==> src/hdl/hrpt_ram.sv <==
`timescale 1ns / 1ps
`default_nettype none
// ----------------------------------------------------------------------------
// hrpt_ram
// Generic single-write, single-read synchronous RAM with registered read.
// ----------------------------------------------------------------------------
module hrpt_ram #(
    parameter int WIDTH = 8,
    parameter int DEPTH = 16
) (
    input  logic                     clk,
    input  logic                     we,
    input  logic [$clog2(DEPTH)-1:0] waddr,
    input  logic [WIDTH-1:0]         wdata,
    input  logic                     re,
    input  logic [$clog2(DEPTH)-1:0] raddr,
    output logic [WIDTH-1:0]         rdata
);

    logic [WIDTH-1:0] mem [DEPTH];

    always_ff @(posedge clk)
    begin
        if (we)
        begin
            mem[waddr] <= wdata;
        end
        if (re)
        begin
            rdata <= mem[raddr];
        end
    end

endmodule
`default_nettype wire

==> config.mk <==
export PLATFORM = sky130hd
export DESIGN_NAME = hrpt_ram
export DESIGN_NICKNAME = d
export VERILOG_FILES = /design/src/hdl/hrpt_ram.sv
export SDC_FILE = /design/constraint.sdc
export NUM_CORES = 1
export LEC_CHECK = 0
export CORE_MARGIN = 4
export CORE_UTILIZATION = 50
export CTS_CLUSTER_SIZE = 24
export DETAILED_ROUTE_END_ITERATION = 8
export DONT_BUFFER_PORTS = 1
export PLACE_DENSITY = 0.64
export SLEW_MARGIN = 0
export SYNTH_ARGS = -nofsm -noshare
export SYNTH_HDL_FRONTEND = slang
export SYNTH_SLANG_ARGS = --single-unit
==> constraint.sdc <==
create_clock -name clk -period 3.7 [get_ports clk]
set_clock_uncertainty 0.1 [all_clocks]
set_input_delay 0.555 -clock clk [delete_from_list [all_inputs] [get_ports clk]]
set_output_delay 0.555 -clock clk [all_outputs]
set_load 0.03 [all_outputs]
==> impl_metrics.tcl <==
set metrics [dict create \
    dr.first_iter.drc_count 127 \
    worstPathCellList "mux4_1 -> a22oi_1 -> nand2_1" \
    ys_seq_area_share_pct 78.1 \
    port_buffers 0 \
    hold_start "wdata[5]" \
    via_per_inst 5.77 \
    crit_path_start_kind "flop" \
    holdWs_ps 41.9 \
    die_x_um 110 \
    area_delta_synth_final_pct 12.9 \
    r2r_cells 3 \
    core_area_sq_um 10200 \
    num_io_pins 27 \
    first_pass_iters 4 \
    cp.required_ps 3850 \
    pre_cts_ws_ps 1560 \
    cts.sinks 136 \
    met3_usage_pct 5.07 \
    cts_root_buf "clkbuf_8" \
    worst_slack_ps 1980 \
    timing.fmax_ghz 0.582 \
    final_area_sq_um 5900 \
    mostFrequentLayoutCells "edfxtp_1, mux4_2, a22oi_1, clkbuf_16, mux4_1" \
    grt_max_degree 33 \
    cts.path.max_buffers 2 \
    start_util_pct 51.1 \
    cts_setup_buffers 0 \
    grt_pass1_vias 2387 \
    ff_latch_area_sq_um 4080 \
    htreeDepth 4 \
    max_stage_delay_ps 550 \
    numCtsBuffers 17 \
    hold_path_class "in -> reg" \
    nFillCells 725 \
    grt_busiest_layer "met2" \
    post-route-min-period_ps 1720 \
    setup_tns_ps 0 \
    die_area_sq_um 12200 \
    holdBufCountCts 0 \
    chipHeight_um 110 \
    slew_violations 0 \
    syn_area_sq_um 5230 \
    synthesis.nets 248 \
    hold_path_end "mem[7][5]" \
    layout-drive-gt1-share_pct 20.9 \
    finalHoldViolations 0 \
    drc 0 \
    power_density_nw_per_um2 583 \
    grt_pass1_wl_um 14400 \
    clk_latency_ps 510 \
    finalWirelength_um 9510 \
    grt_usage_pct 17.8 \
    path_class "reg -> reg" \
    timing.rr.start "mem[1][0]" \
    hold_depth 0 \
    worstReg2RegEnd "rdata[0]" \
    critPathMaxFanout 1 \
    finalPower_uw 3440 \
    clk_pin_slew_ps 60 \
    grt_overflow 0 \
    vias 2249 \
    syn_inst 229 \
    multi_input_area_sq_um 1060 \
    ir_worst_vdd_uv 300 \
    cts_tree "yes" \
    post_cts_resize_count 0 \
    rrSetupSlack_ps 1980 \
    wl_per_cell_um 24.4 \
    final_antenna_net_count 0 \
    grtUsageMet2_pct 26.9 \
    antenna_found_initial 0 \
    rsz0062_at_grt "false" \
    avgSynthCellArea_sq_um 22.8 \
    grt_util_met1_pct 24.8 \
    cp_slowest_cell "mux4_1" \
    synth-seq-cells 136 \
    row_count 37 \
    power_leakage_uw 0.00189 \
    worst_setup_path_end_kind "flop" \
    relSlewSlack_pct 25.7 \
    gp_congestion 0.757 \
    worst_pin_slew_ps 1110 \
    final_common_cell "edfxtp_1" \
    layout.nets 260 \
    yosysWarnings 0 \
    post-dp-hpwl_um 5980 \
    status "finished, final reports clean" \
    max_cap_viol_count 0 \
    num_antenna_cells 0 \
    synth.distinct_cells 18 \
    dpl_cell_area_sq_um 5330 \
    min_period_over_period_pct 46.4 \
    worstPathArrival_ps 1860 \
    finalSetupViolations 0 \
]
[area by class of cell]
type	instances	share of cell area [%]
multi-input cells	83	17.9
clock inverters	15	2.57
flip-flops and latches	136	69.2
well taps	136	2.88
clock buffers	17	7.02
repair buffers	3	0.382
[cells in the mapped netlist]
| master | count | area share [%] |
|---|---|---|
| mux4_2 | 18 | 7.8 |
| nand2b_1 | 2 | 0.24 |
| buf_6 | 3 | 0.65 |
| and2b_1 | 1 | 0.14 |
| or3b_2 | 1 | 0.17 |
| and2_1 | 1 | 0.12 |
| nor3_1 | 4 | 0.38 |
| nand3b_1 | 2 | 0.29 |
| edfxtp_1 | 136 | 78 |
| nor2b_1 | 1 | 0.12 |
| nand3_1 | 1 | 0.096 |
| buf_4 | 1 | 0.14 |
| buf_2 | 3 | 0.29 |
| nand2_1 | 9 | 0.65 |
| a22oi_1 | 16 | 2.3 |
| clkdlybuf4s25_2 | 3 | 0.57 |
| nor2_1 | 13 | 0.93 |
| mux4_1 | 14 | 7.0 |
[through the flow]
| stage | utilization (%) | std cells |
|---|---|---|
| floorplan | - | 229 |
| global placement | 52.1 | 358 |
| detailed placement | 52.1 | 358 |
| CTS | 57.7 | 390 |
| global route | 57.7 | 390 |
| finish | 57.7 | 390 |
[report_power, final]
part	internal [uW]	total, uW	switching, uW
Combinational	49.1	91.7	42.6
Sequential	1740	1760	23.7
Clock	958	1580	626
Total	2740	3440	693
[logic make-up (layout without fill, tap and decap cells)]
group,after synthesis,after routing,share of synthesized area [%]
multiplexers,32,32,14.8
flip-flops,136,136,78.1
AND/OR/NAND/NOR,35,35,3.14
buffers and inverters,10,35,1.65
AO/OA/AOI/OAI,16,16,2.30
[critical path, delay by kind of cell, from the launching register on]
kind / cells / cell delay, ps
AOI/OAI and AO/OA: 1 / 350
muxes: 1 / 550
DFF: 1 / 370
and+or+nand+nor: 1 / 90
[state kept, by name, indices dropped and copies added (netlist names)]
name	count
mem	128
rdata	8
[per-layer routing]
metal  wire (um)  share of wire (%)
met1        3890                 41
met2        4670                 49
met3         792                8.3
met4         155                1.6
met5           0                  0
[worst max-delay path by stage]
stage          startpoint         to  slack [ps]  cells after the start
3_5_place_dp     waddr[3]  mem[4][2]        1560                      2
6_report        mem[1][0]   rdata[0]        1980                      3
2_1_floorplan    waddr[2]  mem[0][0]        1550                      2
5_1_grt         mem[1][0]   rdata[0]        1960                      3
4_1_cts          rdata[7]   rdata[7]        1990                      0
3_3_place_gp     waddr[3]  mem[4][7]        1640                      2
Note: power is estimated with default switching activity, not from simulation.
