$ cat config.mk
export PLATFORM = sky130hd
export DESIGN_NAME = hrpt_emitter_flat
export DESIGN_NICKNAME = d
export VERILOG_FILES = /design/src/hdl/hrpt_pkg.sv /design/src/hdl/hrpt_if.sv /design/src/hdl/hrpt_emitter.sv /design/src/flat_wrapper.sv
export SDC_FILE = /design/constraint.sdc
export NUM_CORES = 1
export LEC_CHECK = 0
export BUFFER_PORTS_ARGS = -buffer_cell sky130_fd_sc_hd__buf_4
export CORE_UTILIZATION = 45
export DETAILED_ROUTE_END_ITERATION = 6
export HOLD_SLACK_MARGIN = 0.15
export PLACE_DENSITY_LB_ADDON = 0.15
export SYNTH_ARGS = -nofsm -noshare
export SYNTH_HDL_FRONTEND = slang
export SYNTH_SLANG_ARGS = --single-unit
$ cat constraint.sdc
create_clock -name clk -period 4 [get_ports clk]
set_input_delay 0.4 -clock clk [delete_from_list [all_inputs] [get_ports clk]]
set_output_delay 0.4 -clock clk [all_outputs]
set_load 0.005 [all_outputs]
$ cat src/hdl/hrpt_pkg.sv
`timescale 1ns / 1ps
`default_nettype none
// ----------------------------------------------------------------------------
// hrpt_pkg
// Shared types and constants of the hex run-length palette thumbnail decoder.
// ----------------------------------------------------------------------------
package hrpt_pkg;

    localparam int PAL_ENTRIES = 256;
    localparam int PAL_AW      = $clog2(PAL_ENTRIES);
    localparam int COLOR_W     = 24;
    localparam int MAX_DESC    = 4;
    localparam int DESC_CNT_W  = $clog2(MAX_DESC + 1);

    localparam logic [7:0] ESC_BYTE = 8'hFD;
    localparam logic [7:0] HDR_CH0  = 8'h52;  // 'R'
    localparam logic [7:0] HDR_CH1  = 8'h4C;  // 'L'
    localparam logic [7:0] HDR_CH2  = 8'h45;  // 'E'

    typedef enum logic [1:0] {
        ST_OK        = 2'd0,
        ST_PAL_SHORT = 2'd1,
        ST_ESC_CUT   = 2'd2
    } hrpt_status_t;

    // One pending result: palette index to look up, run length, end marker.
    typedef struct packed {
        logic [PAL_AW-1:0] idx;
        logic [7:0]        count;
        hrpt_status_t      status;
        logic              done;
    } hrpt_desc_t;

    typedef struct packed {
        logic       valid;
        hrpt_desc_t desc;
    } hrpt_head_t;

    typedef struct packed {
        logic               en;
        logic [PAL_AW-1:0]  addr;
        logic [COLOR_W-1:0] data;
    } hrpt_pal_wr_t;

    typedef struct packed {
        logic              en;
        logic [PAL_AW-1:0] addr;
    } hrpt_pal_rd_t;

endpackage
`default_nettype wire

$ cat src/hdl/hrpt_if.sv
`timescale 1ns / 1ps
`default_nettype none


interface hrpt_run_if;
    logic       valid;
    logic       ready;
    logic [7:0] red;
    logic [7:0] green;
    logic [7:0] blue;
    logic [7:0] run_count;
    logic [1:0] status;
    logic       done_res;

    modport source (output valid, output red, output green, output blue,
                    output run_count, output status, output done_res, input ready);
    modport sink   (input valid, input red, input green, input blue,
                    input run_count, input status, input done_res, output ready);
endinterface
`default_nettype wire

$ cat src/hdl/hrpt_emitter.sv
`timescale 1ns / 1ps
`default_nettype none
// ----------------------------------------------------------------------------
// hrpt_emitter
// Palette lookup stage and output register for queued results.
// ----------------------------------------------------------------------------
module hrpt_emitter (
    input  logic                           clk,
    input  logic                           rst_n,
    input  hrpt_pkg::hrpt_head_t           head,
    output logic                           pop,
    output hrpt_pkg::hrpt_pal_rd_t         pal_rd,
    input  logic [hrpt_pkg::COLOR_W-1:0]   rd_data,
    hrpt_run_if.source                     runs
);
    import hrpt_pkg::*;

    logic       s1_valid_reg, s1_valid_next;
    hrpt_desc_t s1_desc_reg;
    logic       out_valid_reg, out_valid_next;
    logic [COLOR_W-1:0] color;
    logic [7:0] red_reg, green_reg, blue_reg, count_reg;
    logic [1:0] status_reg;
    logic       done_reg;
    logic       s1_adv;

    assign s1_adv = s1_valid_reg && (!out_valid_reg || runs.ready);
    assign pop    = head.valid && (!s1_valid_reg || s1_adv);

    assign pal_rd.en   = pop;
    assign pal_rd.addr = head.desc.idx;

    // End result carries no color.
    assign color = s1_desc_reg.done ? '0 : rd_data;

    always_comb
    begin
        s1_valid_next  = pop ? 1'b1 : (s1_adv ? 1'b0 : s1_valid_reg);
        out_valid_next = s1_adv ? 1'b1 : (runs.ready ? 1'b0 : out_valid_reg);
    end

    always_ff @(posedge clk or negedge rst_n)
    begin
        if (!rst_n)
        begin
            s1_valid_reg  <= 1'b0;
            out_valid_reg <= 1'b0;
        end
        else
        begin
            s1_valid_reg  <= s1_valid_next;
            out_valid_reg <= out_valid_next;
        end
    end

    always_ff @(posedge clk)
    begin
        if (pop)
        begin
            s1_desc_reg <= head.desc;
        end
        if (s1_adv)
        begin
            red_reg    <= color[23:16];
            green_reg  <= color[15:8];
            blue_reg   <= color[7:0];
            count_reg  <= s1_desc_reg.count;
            status_reg <= 2'(s1_desc_reg.status);
            done_reg   <= s1_desc_reg.done;
        end
    end

    assign runs.valid     = out_valid_reg;
    assign runs.red       = red_reg;
    assign runs.green     = green_reg;
    assign runs.blue      = blue_reg;
    assign runs.run_count = count_reg;
    assign runs.status    = status_reg;
    assign runs.done_res  = done_reg;

endmodule
`default_nettype wire

$ cat src/flat_wrapper.sv
// flat-port wrapper written by rule: the top's interface ports become plain ports
module hrpt_emitter_flat import hrpt_pkg::*;
  (clk, rst_n, head, pop, pal_rd, rd_data, runs_valid, runs_red, runs_green, runs_blue, runs_run_count, runs_status, runs_done_res, runs_ready);
  hrpt_run_if runs_i ();
  input  logic clk;
  input  logic rst_n;
  input  hrpt_pkg::hrpt_head_t head;
  output logic pop;
  output hrpt_pkg::hrpt_pal_rd_t pal_rd;
  input  logic [hrpt_pkg::COLOR_W-1:0] rd_data;
  output wire logic [$bits(runs_i.valid)-1:0] runs_valid;
  output wire logic [$bits(runs_i.red)-1:0] runs_red;
  output wire logic [$bits(runs_i.green)-1:0] runs_green;
  output wire logic [$bits(runs_i.blue)-1:0] runs_blue;
  output wire logic [$bits(runs_i.run_count)-1:0] runs_run_count;
  output wire logic [$bits(runs_i.status)-1:0] runs_status;
  output wire logic [$bits(runs_i.done_res)-1:0] runs_done_res;
  input wire logic [$bits(runs_i.ready)-1:0] runs_ready;
  assign runs_valid = runs_i.valid;
  assign runs_red = runs_i.red;
  assign runs_green = runs_i.green;
  assign runs_blue = runs_i.blue;
  assign runs_run_count = runs_i.run_count;
  assign runs_status = runs_i.status;
  assign runs_done_res = runs_i.done_res;
  assign runs_i.ready = runs_ready;
  hrpt_emitter u_core (.clk(clk), .rst_n(rst_n), .head(head), .pop(pop), .pal_rd(pal_rd), .rd_data(rd_data), .runs(runs_i));
endmodule
==> results.cfg <==
[critical_path]
r2r_cells = 2
worst-setup-path-type = reg2out
worst_r2r_start = u_core.runs.valid
required_time_worst_endpoint_ns = 3.60
critical_path.startpoint_type = flop
worstPathArrival_ns = 1.89
worstPathCellList = nor2b_1 -> a21boi_1 -> buf_4
rr_endpoint = u_core.s1_desc_reg[6]
setup.worst_path.start = u_core.runs.valid
max_stage_delay_cell_worst_path = a21boi_1
cp_max_fo = 13
critical_path.endpoint = pop
worst_setup_slack_for_register_to_register_paths_ns = 2.27
critical_path.max_stage_delay_ns = 0.80
cp-end-kind = primary output

[floorplanning]
fp.dieH_um = 64.4
num_io_pins = 93
die-area_sq_mm = 0.00415
core_region_area_sq_mm = 0.00369
die-width_um = 64.4
num_rows = 22
start_util_pct = 47.5

[clock_tree]
hold_buffer_count_at_cts = 1
clk_pin_slew_worst_paths_ns = 0.09
cts.root.buffer_cell = clkbuf_8
number_of_clock_sinks = 48
clock_path_buffers = 2
tritoncts = done
clock_insertion_delay_worst_skew_ns = 0.29
cts_setup_buffers = 0
numCtsBuffers = 5
gates_resized_cts_repair = 0
cts_htree_levels = 2

[sta]
finalSetupTns_ns = 0
hold_violations = 0
finalMaxSlewViolations = 0
fin_skew_ns = 0.00318
hold-worst-slack_ns = 0.279
relSlewSlack_pct = 32.4
report.final.setup_viol = 0
fmaxAchievable_mhz = 436
setup_repair_after_global_routing_missed_its_margin = no
final.min_clock_period_ns = 2.29
max_slew.worst_pin.slew_ns = 1.01
crit_share_post_route_pct = 57.3

[synthesis]
synth.avg_cell_area_sq_um = 19.7
synth_top_cell_by_area = edfxtp_1
synth.lib_cells_used.distinct = 11
seq_area_frac_synth_pct = 81.7
synth_seq_cells = 48
synth.top_cell.area_share_pct = 78.9
syn_nets = 136
syn-cell-area_sq_mm = 0.00175
synth-warning-count = 0
synthesis.instances = 89
top_cells_by_area_in_the_synthesized_netlist = edfxtp_1, nor2b_2, buf_4, dfrtp_1, nor2b_1

[placement]
number_of_placed_cells_counting_well_taps = 203
io_buffers = 76
placed_cell_area_sq_mm = 0.00230
place.gp.congestion = 0.609

[drt]
ant_nets = 0
dr.max_layer_used = met4
met3RoutedLength_um = 255
detailedRoute.firstIterationViolations = 24
routed_wirelength_um = 2750
detail_route.wirelength.met1_um = 949
dr_total_vias = 960
wl_met2_um = 1480
detail_route.wl_per_cell_um = 13.0
drtPass1Iterations = 3
via_per_inst = 4.53
remaining_drc_errors = 0

[global_route]
grt_pass1_vias = 949
grt_remaining_overflow = 0
first_pass_grt_wire_length_um = 4210
grt_use_total_pct = 14.0
grt_max_degree = 36
initial_antenna_violation_count = 0

[worst_hold_path]
worst_hold_path_type = in2reg

[final_layout]
area_growth_pct = 38.4
final_cell_area_sq_mm = 0.00242
layout.cells.non_filler = 212
final_layout_size_suffix_gt1_share_pct = 60.4
diodes = 0
largest_register_ff_count = 11
total_nets_final = 210
postLayoutCoreUtil_pct = 65.7

[outcome]
result_of_the_run = completed

[run]
cap_viol_max_count = 0

[power_and_ir_drop]
leakage_nw = 1.00
power-per-cell-area_mw_per_mm2 = 438
ir_worst_vdd_mv = 0.312
==> cell usage in the layout (no fill, tap or decap) <==
| cell type | count |
|---|---|
| a21boi_1 | 1 |
| a21o_1 | 1 |
| and2_1 | 1 |
| and2b_1 | 4 |
| buf_4 | 77 |
| bufinv_16 | 1 |
| clkbuf_8 | 5 |
| clkinvlp_4 | 1 |
| dfrtp_1 | 2 |
| dlygate4sd3_1 | 1 |
| edfxtp_1 | 46 |
| inv_6 | 1 |
| nand2b_1 | 2 |
| nor2b_1 | 7 |
| nor2b_2 | 14 |
==> critical path: cells and delay by family, from the launching register on <==
kind / cells / cell delay [ns]
AOI/OAI and AO/OA: 1 / 0.80
DFF: 1 / 0.40
buffers and inverters: 1 / 0.24
and+or+nand+nor: 1 / 0.15
==> cells by family (layout without fill, tap and decap cells) <==
logic type,after synthesis,count (layout),share of synthesized area (%)
compound gates,2,2,0.857
simple gates,28,28,12.3
flops,48,48,81.7
buf+inv,11,86,5.14
==> power breakdown <==
group,leakage (nW),internal (mW),total (mW),switching [mW]
clock,0.0548,0.188,0.344,0.156
combinational,0.475,0.0689,0.107,0.0379
sequential,0.470,0.596,0.612,0.0160
==> per-stage QoR <==
step	worst slack, ns	power (mW)
floorplan	1.78	0.661
global placement	2.05	0.727
detailed placement	1.99	0.733
CTS	1.65	1.07
global route	1.54	1.10
finish	1.71	1.06
==> synthesized netlist by cell type (all sizes together) <==
cell type,count
nand2b,2
nor2b,21
buf,11
edfxtp,46
and2,1
a21boi,1
and2b,4
a21o,1
dfrtp,2
==> per-layer routing <==
| layer | GRT usage [%] | vias up |
|---|---|---|
| li1 | - | 453 |
| met1 | 13.2 | 445 |
| met2 | 25.5 | 49 |
| met3 | 5.00 | 13 |
| met4 | 8.33 | 0 |
| met5 | 0 | - |
==> worst min-delay path by stage <==
stage / start / endpoint / depth (start not counted)
global placement: rst_n / u_core.runs.valid / 1
global route: head[1] / u_core.s1_desc_reg[1] / 1
finish: head[1] / u_core.s1_desc_reg[1] / 1
CTS: head[1] / u_core.s1_desc_reg[1] / 1
floorplan: rst_n / u_core.runs.valid / 0
detailed placement: rst_n / u_core.runs.valid / 1
==> cell type report <==
type | count | area (sq um)
tap | 48 | 60.1
multi-input combinational | 30 | 230
sequential | 48 | 1430
fill | 297 | 1260
clock buffer | 5 | 68.8
clock inverter | 3 | 46.3
timing repair buffer | 78 | 588
(Power assumes the default switching activity.)
