===== src/hdl/hrpt_pkg.sv =====
`timescale 1ns / 1ps
`default_nettype none
// ----------------------------------------------------------------------------
// hrpt_pkg
// Shared types and constants of the hex run-length palette thumbnail decoder.
// ----------------------------------------------------------------------------
package hrpt_pkg;

    localparam int PAL_ENTRIES = 256;
    localparam int PAL_AW      = $clog2(PAL_ENTRIES);
    localparam int COLOR_W     = 24;
    localparam int MAX_DESC    = 4;
    localparam int DESC_CNT_W  = $clog2(MAX_DESC + 1);

    localparam logic [7:0] ESC_BYTE = 8'hFD;
    localparam logic [7:0] HDR_CH0  = 8'h52;  // 'R'
    localparam logic [7:0] HDR_CH1  = 8'h4C;  // 'L'
    localparam logic [7:0] HDR_CH2  = 8'h45;  // 'E'

    typedef enum logic [1:0] {
        ST_OK        = 2'd0,
        ST_PAL_SHORT = 2'd1,
        ST_ESC_CUT   = 2'd2
    } hrpt_status_t;

    // One pending result: palette index to look up, run length, end marker.
    typedef struct packed {
        logic [PAL_AW-1:0] idx;
        logic [7:0]        count;
        hrpt_status_t      status;
        logic              done;
    } hrpt_desc_t;

    typedef struct packed {
        logic       valid;
        hrpt_desc_t desc;
    } hrpt_head_t;

    typedef struct packed {
        logic               en;
        logic [PAL_AW-1:0]  addr;
        logic [COLOR_W-1:0] data;
    } hrpt_pal_wr_t;

    typedef struct packed {
        logic              en;
        logic [PAL_AW-1:0] addr;
    } hrpt_pal_rd_t;

endpackage
`default_nettype wire


===== src/hdl/hrpt_if.sv =====
`timescale 1ns / 1ps
`default_nettype none
// ----------------------------------------------------------------------------
// hrpt_if
// Valid/ready channels: hex characters in, colored runs out.
// ----------------------------------------------------------------------------
interface hrpt_char_if;
    logic       valid;
    logic       ready;
    logic [7:0] ch;
    logic       last;

    modport source (output valid, output ch, output last, input ready);
    modport sink   (input valid, input ch, input last, output ready);
endinterface

`default_nettype wire


===== src/hdl/hrpt_decoder.sv =====
`timescale 1ns / 1ps
`default_nettype none
// ----------------------------------------------------------------------------
// hrpt_decoder
// Hex parser, palette loader and run coder; queues up to four results a beat.
// ----------------------------------------------------------------------------
module hrpt_decoder (
    input  logic                  clk,
    input  logic                  rst_n,
    hrpt_char_if.sink             chars,
    input  logic                  pop,
    output hrpt_pkg::hrpt_head_t  head,
    output hrpt_pkg::hrpt_pal_wr_t pal_wr
);
    import hrpt_pkg::*;

    typedef enum logic [2:0] {
        PH_PAL,
        PH_HDR0,
        PH_HDR1,
        PH_HDR2,
        PH_DATA,
        PH_ESC1,
        PH_ESC2
    } phase_t;

    // {is_hex, value}
    function automatic logic [4:0] hex_decode(input logic [7:0] c);
        logic [4:0] r;
        r = '0;
        if (c >= 8'h30 && c <= 8'h39)
        begin
            r = {1'b1, c[3:0]};
        end
        else if ((c >= 8'h41 && c <= 8'h46) || (c >= 8'h61 && c <= 8'h66))
        begin
            r = {1'b1, 4'(c[3:0] + 4'd9)};
        end
        return r;
    endfunction

    function automatic hrpt_desc_t mk_desc(input logic [7:0] idx, input logic [7:0] cnt,
                                           input hrpt_status_t st, input logic done);
        hrpt_desc_t d;
        d.idx    = idx;
        d.count  = cnt;
        d.status = st;
        d.done   = done;
        return d;
    endfunction

    phase_t            phase_reg, phase_next;
    logic [3:0]        nib_reg, nib_next;
    logic              held_reg, held_next;
    logic [PAL_AW-1:0] entry_reg, entry_next;
    logic [1:0]        sub_reg, sub_next;
    logic [7:0]        red_acc_reg, red_acc_next;
    logic [7:0]        green_acc_reg, green_acc_next;
    logic [7:0]        hdr_hi_reg, hdr_hi_next;
    logic [7:0]        hdr_lo_reg, hdr_lo_next;
    logic              rle_reg, rle_next;
    logic [7:0]        pend_reg, pend_next;

    hrpt_desc_t            desc_reg [MAX_DESC];
    hrpt_desc_t            desc_next [MAX_DESC];
    hrpt_desc_t            new_desc [MAX_DESC];
    logic [DESC_CNT_W-1:0] cnt_reg, cnt_next;
    logic [DESC_CNT_W-1:0] new_cnt;

    logic       in_acc;
    logic [4:0] hx;
    logic       byte_ok;
    logic [7:0] byte_val;
    hrpt_status_t end_status;

    assign chars.ready = (cnt_reg == '0)
                      || (cnt_reg == DESC_CNT_W'(1) && pop && phase_reg != PH_PAL);
    assign in_acc      = chars.valid && chars.ready;

    assign head.valid = (cnt_reg != '0);
    assign head.desc  = desc_reg[0];

    // Stream decode of one beat.
    always_comb
    begin
        phase_next     = phase_reg;
        nib_next       = nib_reg;
        held_next      = held_reg;
        entry_next     = entry_reg;
        sub_next       = sub_reg;
        red_acc_next   = red_acc_reg;
        green_acc_next = green_acc_reg;
        hdr_hi_next    = hdr_hi_reg;
        hdr_lo_next    = hdr_lo_reg;
        rle_next       = rle_reg;
        pend_next      = pend_reg;
        pal_wr         = '0;
        new_cnt        = '0;
        end_status     = ST_OK;
        byte_ok        = 1'b0;
        for (int i = 0; i < MAX_DESC; i++)
        begin
            new_desc[i] = '0;
        end

        hx       = hex_decode(chars.ch);
        byte_val = {nib_reg, hx[3:0]};
        if (hx[4])
        begin
            if (held_reg)
            begin
                held_next = 1'b0;
                byte_ok   = 1'b1;
            end
            else
            begin
                nib_next  = hx[3:0];
                held_next = 1'b1;
            end
        end

        if (byte_ok)
        begin
            unique case (phase_reg)
                PH_PAL:
                begin
                    if (sub_reg == 2'd0)
                    begin
                        red_acc_next = byte_val;
                        sub_next     = 2'd1;
                    end
                    else if (sub_reg == 2'd1)
                    begin
                        green_acc_next = byte_val;
                        sub_next       = 2'd2;
                    end
                    else
                    begin
                        // Blue completes the entry: write all three bytes at once.
                        pal_wr.en   = 1'b1;
                        pal_wr.addr = entry_reg;
                        pal_wr.data = {red_acc_reg, green_acc_reg, byte_val};
                        sub_next    = 2'd0;
                        entry_next  = entry_reg + PAL_AW'(1);
                        if (entry_reg == PAL_AW'(PAL_ENTRIES - 1))
                        begin
                            phase_next = PH_HDR0;
                        end
                    end
                end
                PH_HDR0:
                begin
                    hdr_hi_next = byte_val;
                    phase_next  = PH_HDR1;
                end
                PH_HDR1:
                begin
                    hdr_lo_next = byte_val;
                    phase_next  = PH_HDR2;
                end
                PH_HDR2:
                begin
                    if (hdr_hi_reg == HDR_CH0 && hdr_lo_reg == HDR_CH1 && byte_val == HDR_CH2)
                    begin
                        rle_next = 1'b1;
                    end
                    else
                    begin
                        rle_next = 1'b0;
                        new_desc[0] = mk_desc(hdr_hi_reg, 8'd1, ST_OK, 1'b0);
                        new_desc[1] = mk_desc(hdr_lo_reg, 8'd1, ST_OK, 1'b0);
                        new_desc[2] = mk_desc(byte_val, 8'd1, ST_OK, 1'b0);
                        new_cnt     = DESC_CNT_W'(3);
                    end
                    phase_next = PH_DATA;
                end
                PH_DATA:
                begin
                    if (rle_reg && byte_val == ESC_BYTE)
                    begin
                        phase_next = PH_ESC1;
                    end
                    else
                    begin
                        new_desc[0] = mk_desc(byte_val, 8'd1, ST_OK, 1'b0);
                        new_cnt     = DESC_CNT_W'(1);
                    end
                end
                PH_ESC1:
                begin
                    if (byte_val == ESC_BYTE)
                    begin
                        new_desc[0] = mk_desc(ESC_BYTE, 8'd1, ST_OK, 1'b0);
                        new_cnt     = DESC_CNT_W'(1);
                        phase_next  = PH_DATA;
                    end
                    else
                    begin
                        pend_next  = byte_val;
                        phase_next = PH_ESC2;
                    end
                end
                PH_ESC2:
                begin
                    // Zero-length run emits nothing.
                    if (pend_reg != 8'd0)
                    begin
                        new_desc[0] = mk_desc(byte_val, pend_reg, ST_OK, 1'b0);
                        new_cnt     = DESC_CNT_W'(1);
                    end
                    pend_next  = 8'd0;
                    phase_next = PH_DATA;
                end
                default:
                begin
                    phase_next = PH_PAL;
                end
            endcase
        end

        if (chars.last)
        begin
            // Flush a short header as plain pixels, then append the end result.
            if (phase_next == PH_PAL)
            begin
                end_status = ST_PAL_SHORT;
            end
            else if (phase_next == PH_ESC1 || phase_next == PH_ESC2)
            begin
                end_status = ST_ESC_CUT;
            end
            else if (phase_next == PH_HDR1)
            begin
                new_desc[new_cnt[1:0]] = mk_desc(hdr_hi_next, 8'd1, ST_OK, 1'b0);
                new_cnt = new_cnt + DESC_CNT_W'(1);
            end
            else if (phase_next == PH_HDR2)
            begin
                new_desc[new_cnt[1:0]] = mk_desc(hdr_hi_next, 8'd1, ST_OK, 1'b0);
                new_cnt = new_cnt + DESC_CNT_W'(1);
                new_desc[new_cnt[1:0]] = mk_desc(hdr_lo_next, 8'd1, ST_OK, 1'b0);
                new_cnt = new_cnt + DESC_CNT_W'(1);
            end
            new_desc[new_cnt[1:0]] = mk_desc(8'd0, 8'd0, end_status, 1'b1);
            new_cnt = new_cnt + DESC_CNT_W'(1);

            phase_next = PH_PAL;
            nib_next   = 4'd0;
            held_next  = 1'b0;
            entry_next = '0;
            sub_next   = 2'd0;
            rle_next   = 1'b0;
            pend_next  = 8'd0;
        end

        if (!in_acc)
        begin
            pal_wr.en = 1'b0;
        end
    end

    // Result queue: load on accept, shift on pop.
    always_comb
    begin
        cnt_next = cnt_reg;
        for (int i = 0; i < MAX_DESC; i++)
        begin
            desc_next[i] = desc_reg[i];
        end
        if (in_acc)
        begin
            cnt_next = new_cnt;
            for (int i = 0; i < MAX_DESC; i++)
            begin
                desc_next[i] = new_desc[i];
            end
        end
        else if (pop)
        begin
            cnt_next = cnt_reg - DESC_CNT_W'(1);
            for (int i = 0; i < MAX_DESC - 1; i++)
            begin
                desc_next[i] = desc_reg[i + 1];
            end
        end
    end

    always_ff @(posedge clk or negedge rst_n)
    begin
        if (!rst_n)
        begin
            phase_reg <= PH_PAL;
            nib_reg   <= 4'd0;
            held_reg  <= 1'b0;
            entry_reg <= '0;
            sub_reg   <= 2'd0;
            rle_reg   <= 1'b0;
            pend_reg  <= 8'd0;
            cnt_reg   <= '0;
        end
        else
        begin
            if (in_acc)
            begin
                phase_reg <= phase_next;
                nib_reg   <= nib_next;
                held_reg  <= held_next;
                entry_reg <= entry_next;
                sub_reg   <= sub_next;
                rle_reg   <= rle_next;
                pend_reg  <= pend_next;
            end
            cnt_reg <= cnt_next;
        end
    end

    always_ff @(posedge clk)
    begin
        if (in_acc)
        begin
            red_acc_reg   <= red_acc_next;
            green_acc_reg <= green_acc_next;
            hdr_hi_reg    <= hdr_hi_next;
            hdr_lo_reg    <= hdr_lo_next;
        end
        for (int i = 0; i < MAX_DESC; i++)
        begin
            desc_reg[i] <= desc_next[i];
        end
    end

endmodule
`default_nettype wire


===== src/flat_wrapper.sv =====
// flat-port wrapper written by rule: the top's interface ports become plain ports
module hrpt_decoder_flat import hrpt_pkg::*;
  (clk, rst_n, pop, head, pal_wr, chars_valid, chars_ch, chars_last, chars_ready);
  hrpt_char_if chars_i ();
  input  logic clk;
  input  logic rst_n;
  input  logic pop;
  output hrpt_pkg::hrpt_head_t head;
  output hrpt_pkg::hrpt_pal_wr_t pal_wr;
  input wire logic [$bits(chars_i.valid)-1:0] chars_valid;
  input wire logic [$bits(chars_i.ch)-1:0] chars_ch;
  input wire logic [$bits(chars_i.last)-1:0] chars_last;
  output wire logic [$bits(chars_i.ready)-1:0] chars_ready;
  assign chars_i.valid = chars_valid;
  assign chars_i.ch = chars_ch;
  assign chars_i.last = chars_last;
  assign chars_ready = chars_i.ready;
  hrpt_decoder u_core (.clk(clk), .rst_n(rst_n), .chars(chars_i), .pop(pop), .head(head), .pal_wr(pal_wr));
endmodule

===== config.mk =====
export PLATFORM = sky130hd
export DESIGN_NAME = hrpt_decoder_flat
export DESIGN_NICKNAME = d
export VERILOG_FILES = /design/src/hdl/hrpt_pkg.sv /design/src/hdl/hrpt_if.sv /design/src/hdl/hrpt_decoder.sv /design/src/flat_wrapper.sv
export SDC_FILE = /design/constraint.sdc
export NUM_CORES = 1
export LEC_CHECK = 0
export BUFFER_PORTS_ARGS = -buffer_cell sky130_fd_sc_hd__clkbuf_2
export CORE_MARGIN = 2
export CORE_UTILIZATION = 45
export CTS_BUF_LIST = sky130_fd_sc_hd__clkbuf_4
export DETAILED_ROUTE_END_ITERATION = 8
export SLEW_MARGIN = 40
export SYNTH_ARGS = -nofsm -noshare
export SYNTH_HDL_FRONTEND = slang
export SYNTH_SLANG_ARGS = --single-unit

===== constraint.sdc =====
create_clock -name clk -period 4.32 [get_ports clk]
set_clock_uncertainty 0.05 [all_clocks]
set_input_delay 0.216 -clock clk [delete_from_list [all_inputs] [get_ports clk]]
set_output_delay 0.216 -clock clk [all_outputs]
set_load 0.05 [all_outputs]

==> qor.txt <==
Initial antenna violation count: 1
Comb power frac: 41.4%
Clk slew on worst S/H paths: 120 ps
Share of power burned in registers: 39.5%
Syn Nets: 760
Worst slew margin: 50.1%
Status: finished, final reports clean
Period utilization: 89.4%
R2R Path End: u_core.desc_reg[2][13]$_DFFE_PP_
Synth warn: 0
CTS H-tree lvls: 4
IO Port Bufs: 66
Post-synthesis sequential area ratio: 48.1%
Clock network fraction of total power: 19.0%
Final setup violation count: 0
Detailed Route Iter0 Violations: 560
Post-DRT Antenna Nets: 0
Nets: 887
Hold endpoint: u_core.nib_reg[0]$_DFFE_PN0P_
Final Max Slew Viols: 0
Drt pass-1 iters: 5
Die Ht: 129 um
Leak: 0.00336 uW
Synthesized area per cell: 9.61 um^2
Gr ovfl total: 0
Final GP Congestion: 0.932
FF+latch area: 3360 um^2
First-pass GRT wire length: 35400 um
Vias in the first global route: 6149
Residual DRC: 0
Crit Path Max Fanout: 8
CP Launch Type: flip-flop
Psw: 1950 uW
Dpl hpwl: 16700 um
Die width: 129 um
Asr flop ratio synth: 25.6%
Worst hold path stage count: 4
Fillers: 1421
Hold path startpoint: chars_ch[0]
Die area: 16600 um^2
Crit path kind: reg2reg
Ranking of synthesized cells by area: edfxtp_1 37%, dfrtp_1 11%, nand2_1 5.3%
CTS tree: built
Primary FF master, synth: edfxtp_1
Final Hold Fails: 0
Cells after synthesis: 728
EDFF count, synth: 87
I/O pin count: 67
Layout cells sized above 1: 23.4%
Footprint of the multi-input gates: 3370 um^2
CP arrival: 4200 ps
GR Util All Layers: 28.8%
Synth top area share: 37.3%
R2r setup slk: 460 ps
CTS max path bufs: 2
Max Cap Viol: 0
Post-layout min period: 3860 ps
Pint: 2580 uW
WL per Instance: 21.9 um
Depth of the worst register-to-register path: 19
Via count: 6380
Reg-to-Reg Start: u_core.hdr_lo_reg[0]$_DFFE_PP_
CTS Buf Count: 17
Largest net degree at the start of global routing: 44
Switching fraction of total power: 43.0%
Clk_lat worst skew: 550 ps
Pwr/cell area: 544 nW/um^2
Req. time, crit path: 4660 ps
Number of flip-flops in the largest register: 55
Least-Margin Pin Slew: 748 ps
Area Overhead vs Synth: 18.9%
CORE AREA: 15200 um^2
Via density: 6.03
Starting Density: 46.0%
Unrepaired setup endpoints after global routing: false
Post-synthesis cell area: 7000 um^2
Core Rows: 45
Max IR drop VDD: 262 uV
Max Clock Freq: 259 MHz
Clock root buffer: clkbuf_4
Critical path capture point type: flip-flop
#FFs+latches synth: 117
CTS Sinks: 117
Hold/Removal Path Class: in2reg
Cell taking the most area after synthesis: edfxtp_1
Fin Setup TNS: 0 ps
Total power: 4530 uW
Final wirelength: 23100 um
Post-synth cell types: 75
-- metal layers --
| metal | up-vias | wire length (um) | GRT usage, % |
|---|---|---|---|
| met2 | 267 | 10900 | 46.8 |
| met3 | 55 | 1510 | 5.41 |
| met5 | - | 0 | 0 |
| met1 | 3103 | 9950 | 38.5 |
| li1 | 2955 | - | - |
| met4 | 0 | 782 | 11.1 |
-- layout make-up --
cell class                      instances  area share, %
Tap cell                              188           2.83
Clock buffer                           19           1.72
Multi-Input combinational cell        547           40.6
Inverter                               28           1.26
Sequential cell                       117           40.4
Timing Repair Buffer                  144           11.2
Clock inverter                         13           1.91
Antenna cell                            2         0.0602
-- synthesized netlist by cell type (12+ instances only) --
cell type / number
nor3_1: 16
ha_1: 19
o21ai_1: 15
o21ai_0: 46
clkbuf_1: 25
edfxtp_1: 87
nand3_1: 22
nand2_1: 98
and2_1: 37
a21oi_1: 52
a22oi_1: 26
dfrtp_1: 30
nor2_1: 56
nand2b_1: 12
inv_1: 24
-- metrics by stage --
| stage | instance area [um^2] | std cells | hold WS, ps | utilization (%) | setup slack (ps) |
|---|---|---|---|---|---|
| 4_1_cts | 8310 | 1056 | 112 | 54.7 | 496 |
| 3_5_place_dp | 7990 | 1022 | 291 | 52.5 | -49.3 |
| 6_report | 8320 | 1058 | 138 | 54.7 | 459 |
| 3_3_place_gp | 7980 | 1022 | 285 | 52.5 | 42.3 |
| 5_1_grt | 8320 | 1058 | 150 | 54.7 | 90.6 |
| 2_1_floorplan | 7000 | 728 | -130 | - | 58.1 |
-- worst max path at each step --
| stage | startpoint | to | slack, ps | cells after the start |
|---|---|---|---|---|
| floorplan | chars_ch[0] | u_core.desc_reg[0][11]$_DFFE_PP_ | 60 | 21 |
| global placement | chars_ch[0] | u_core.desc_reg[2][14]$_DFFE_PP_ | 40 | 23 |
| detailed placement | chars_ch[0] | u_core.desc_reg[2][13]$_DFFE_PP_ | -50 | 23 |
| CTS | u_core.hdr_lo_reg[0]$_DFFE_PP_ | u_core.desc_reg[2][13]$_DFFE_PP_ | 500 | 19 |
| global route | chars_ch[0] | u_core.desc_reg[2][12]$_DFFE_PP_ | 90 | 23 |
| finish | u_core.hdr_lo_reg[0]$_DFFE_PP_ | u_core.desc_reg[2][13]$_DFFE_PP_ | 460 | 19 |
-- power groups by stage --
stage	Clock, uW	Combinational (uW)	Sequential (uW)
detailed placement	0	1850	1810
global placement	0	1830	1810
CTS	875	1860	1790
finish	861	1880	1790
floorplan	0	1010	1930
global route	921	2020	1820
-- worst max-delay path, stage by stage (launching register included) --
cell	delay [ps]
edfxtp_1	480
nor4b_1	320
nand4_1	150
nor3_1	220
buf_4	160
a21oi_2	60
nand2b_1	180
o21ai_2	140
buf_4	130
ha_1	220
nor2_1	110
nor2_1	60
a21oi_1	260
inv_1	120
ha_1	210
nor2_1	210
and4_1	280
buf_12	150
nand2_1	60
o211ai_1	120
-- kinds of logic (layout without fill, tap and decap cells) --
| group | Yosys count | count (layout) | synth area share, % |
|---|---|---|---|
| simple gates | 283 | 283 | 20.5 |
| compound gates | 225 | 225 | 21.3 |
| flops | 117 | 117 | 48.1 |
| buf+inv | 64 | 204 | 3.86 |
| fa+ha+maj | 19 | 19 | 3.40 |
| xor+xnor | 10 | 10 | 1.25 |
| mux | 10 | 10 | 1.61 |
| other cells | 0 | 2 | 0 |
-- cell usage in the layout (no fill, tap or decap), types with 7 or more instances in the layout --
cell type / Yosys / layout
nor2_1: 56 / 55
ha_1: 19 / 19
inv_1: 24 / 24
dfrtp_1: 30 / 30
a22o_1: 11 / 11
o21ai_1: 15 / 14
nand2b_1: 12 / 11
clkbuf_4: 0 / 19
nand3_1: 22 / 22
a21oi_1: 52 / 52
nor3_1: 16 / 16
buf_4: 0 / 75
a22oi_1: 26 / 26
o22ai_1: 7 / 7
clkbuf_2: 0 / 65
nand2_1: 98 / 97
edfxtp_1: 87 / 87
nand4_1: 8 / 8
o21ai_0: 46 / 46
and2_1: 37 / 37
-- timing repair --
| item | CTS | global route |
|---|---|---|
| gates resized for setup | 0 | 0 |
| endpoints found under the hold margin | 31 | 0 |
| hold buffers | 2 | 0 |
| buffers inserted | 0 | 0 |
Note: power is estimated with default switching activity, not from simulation.
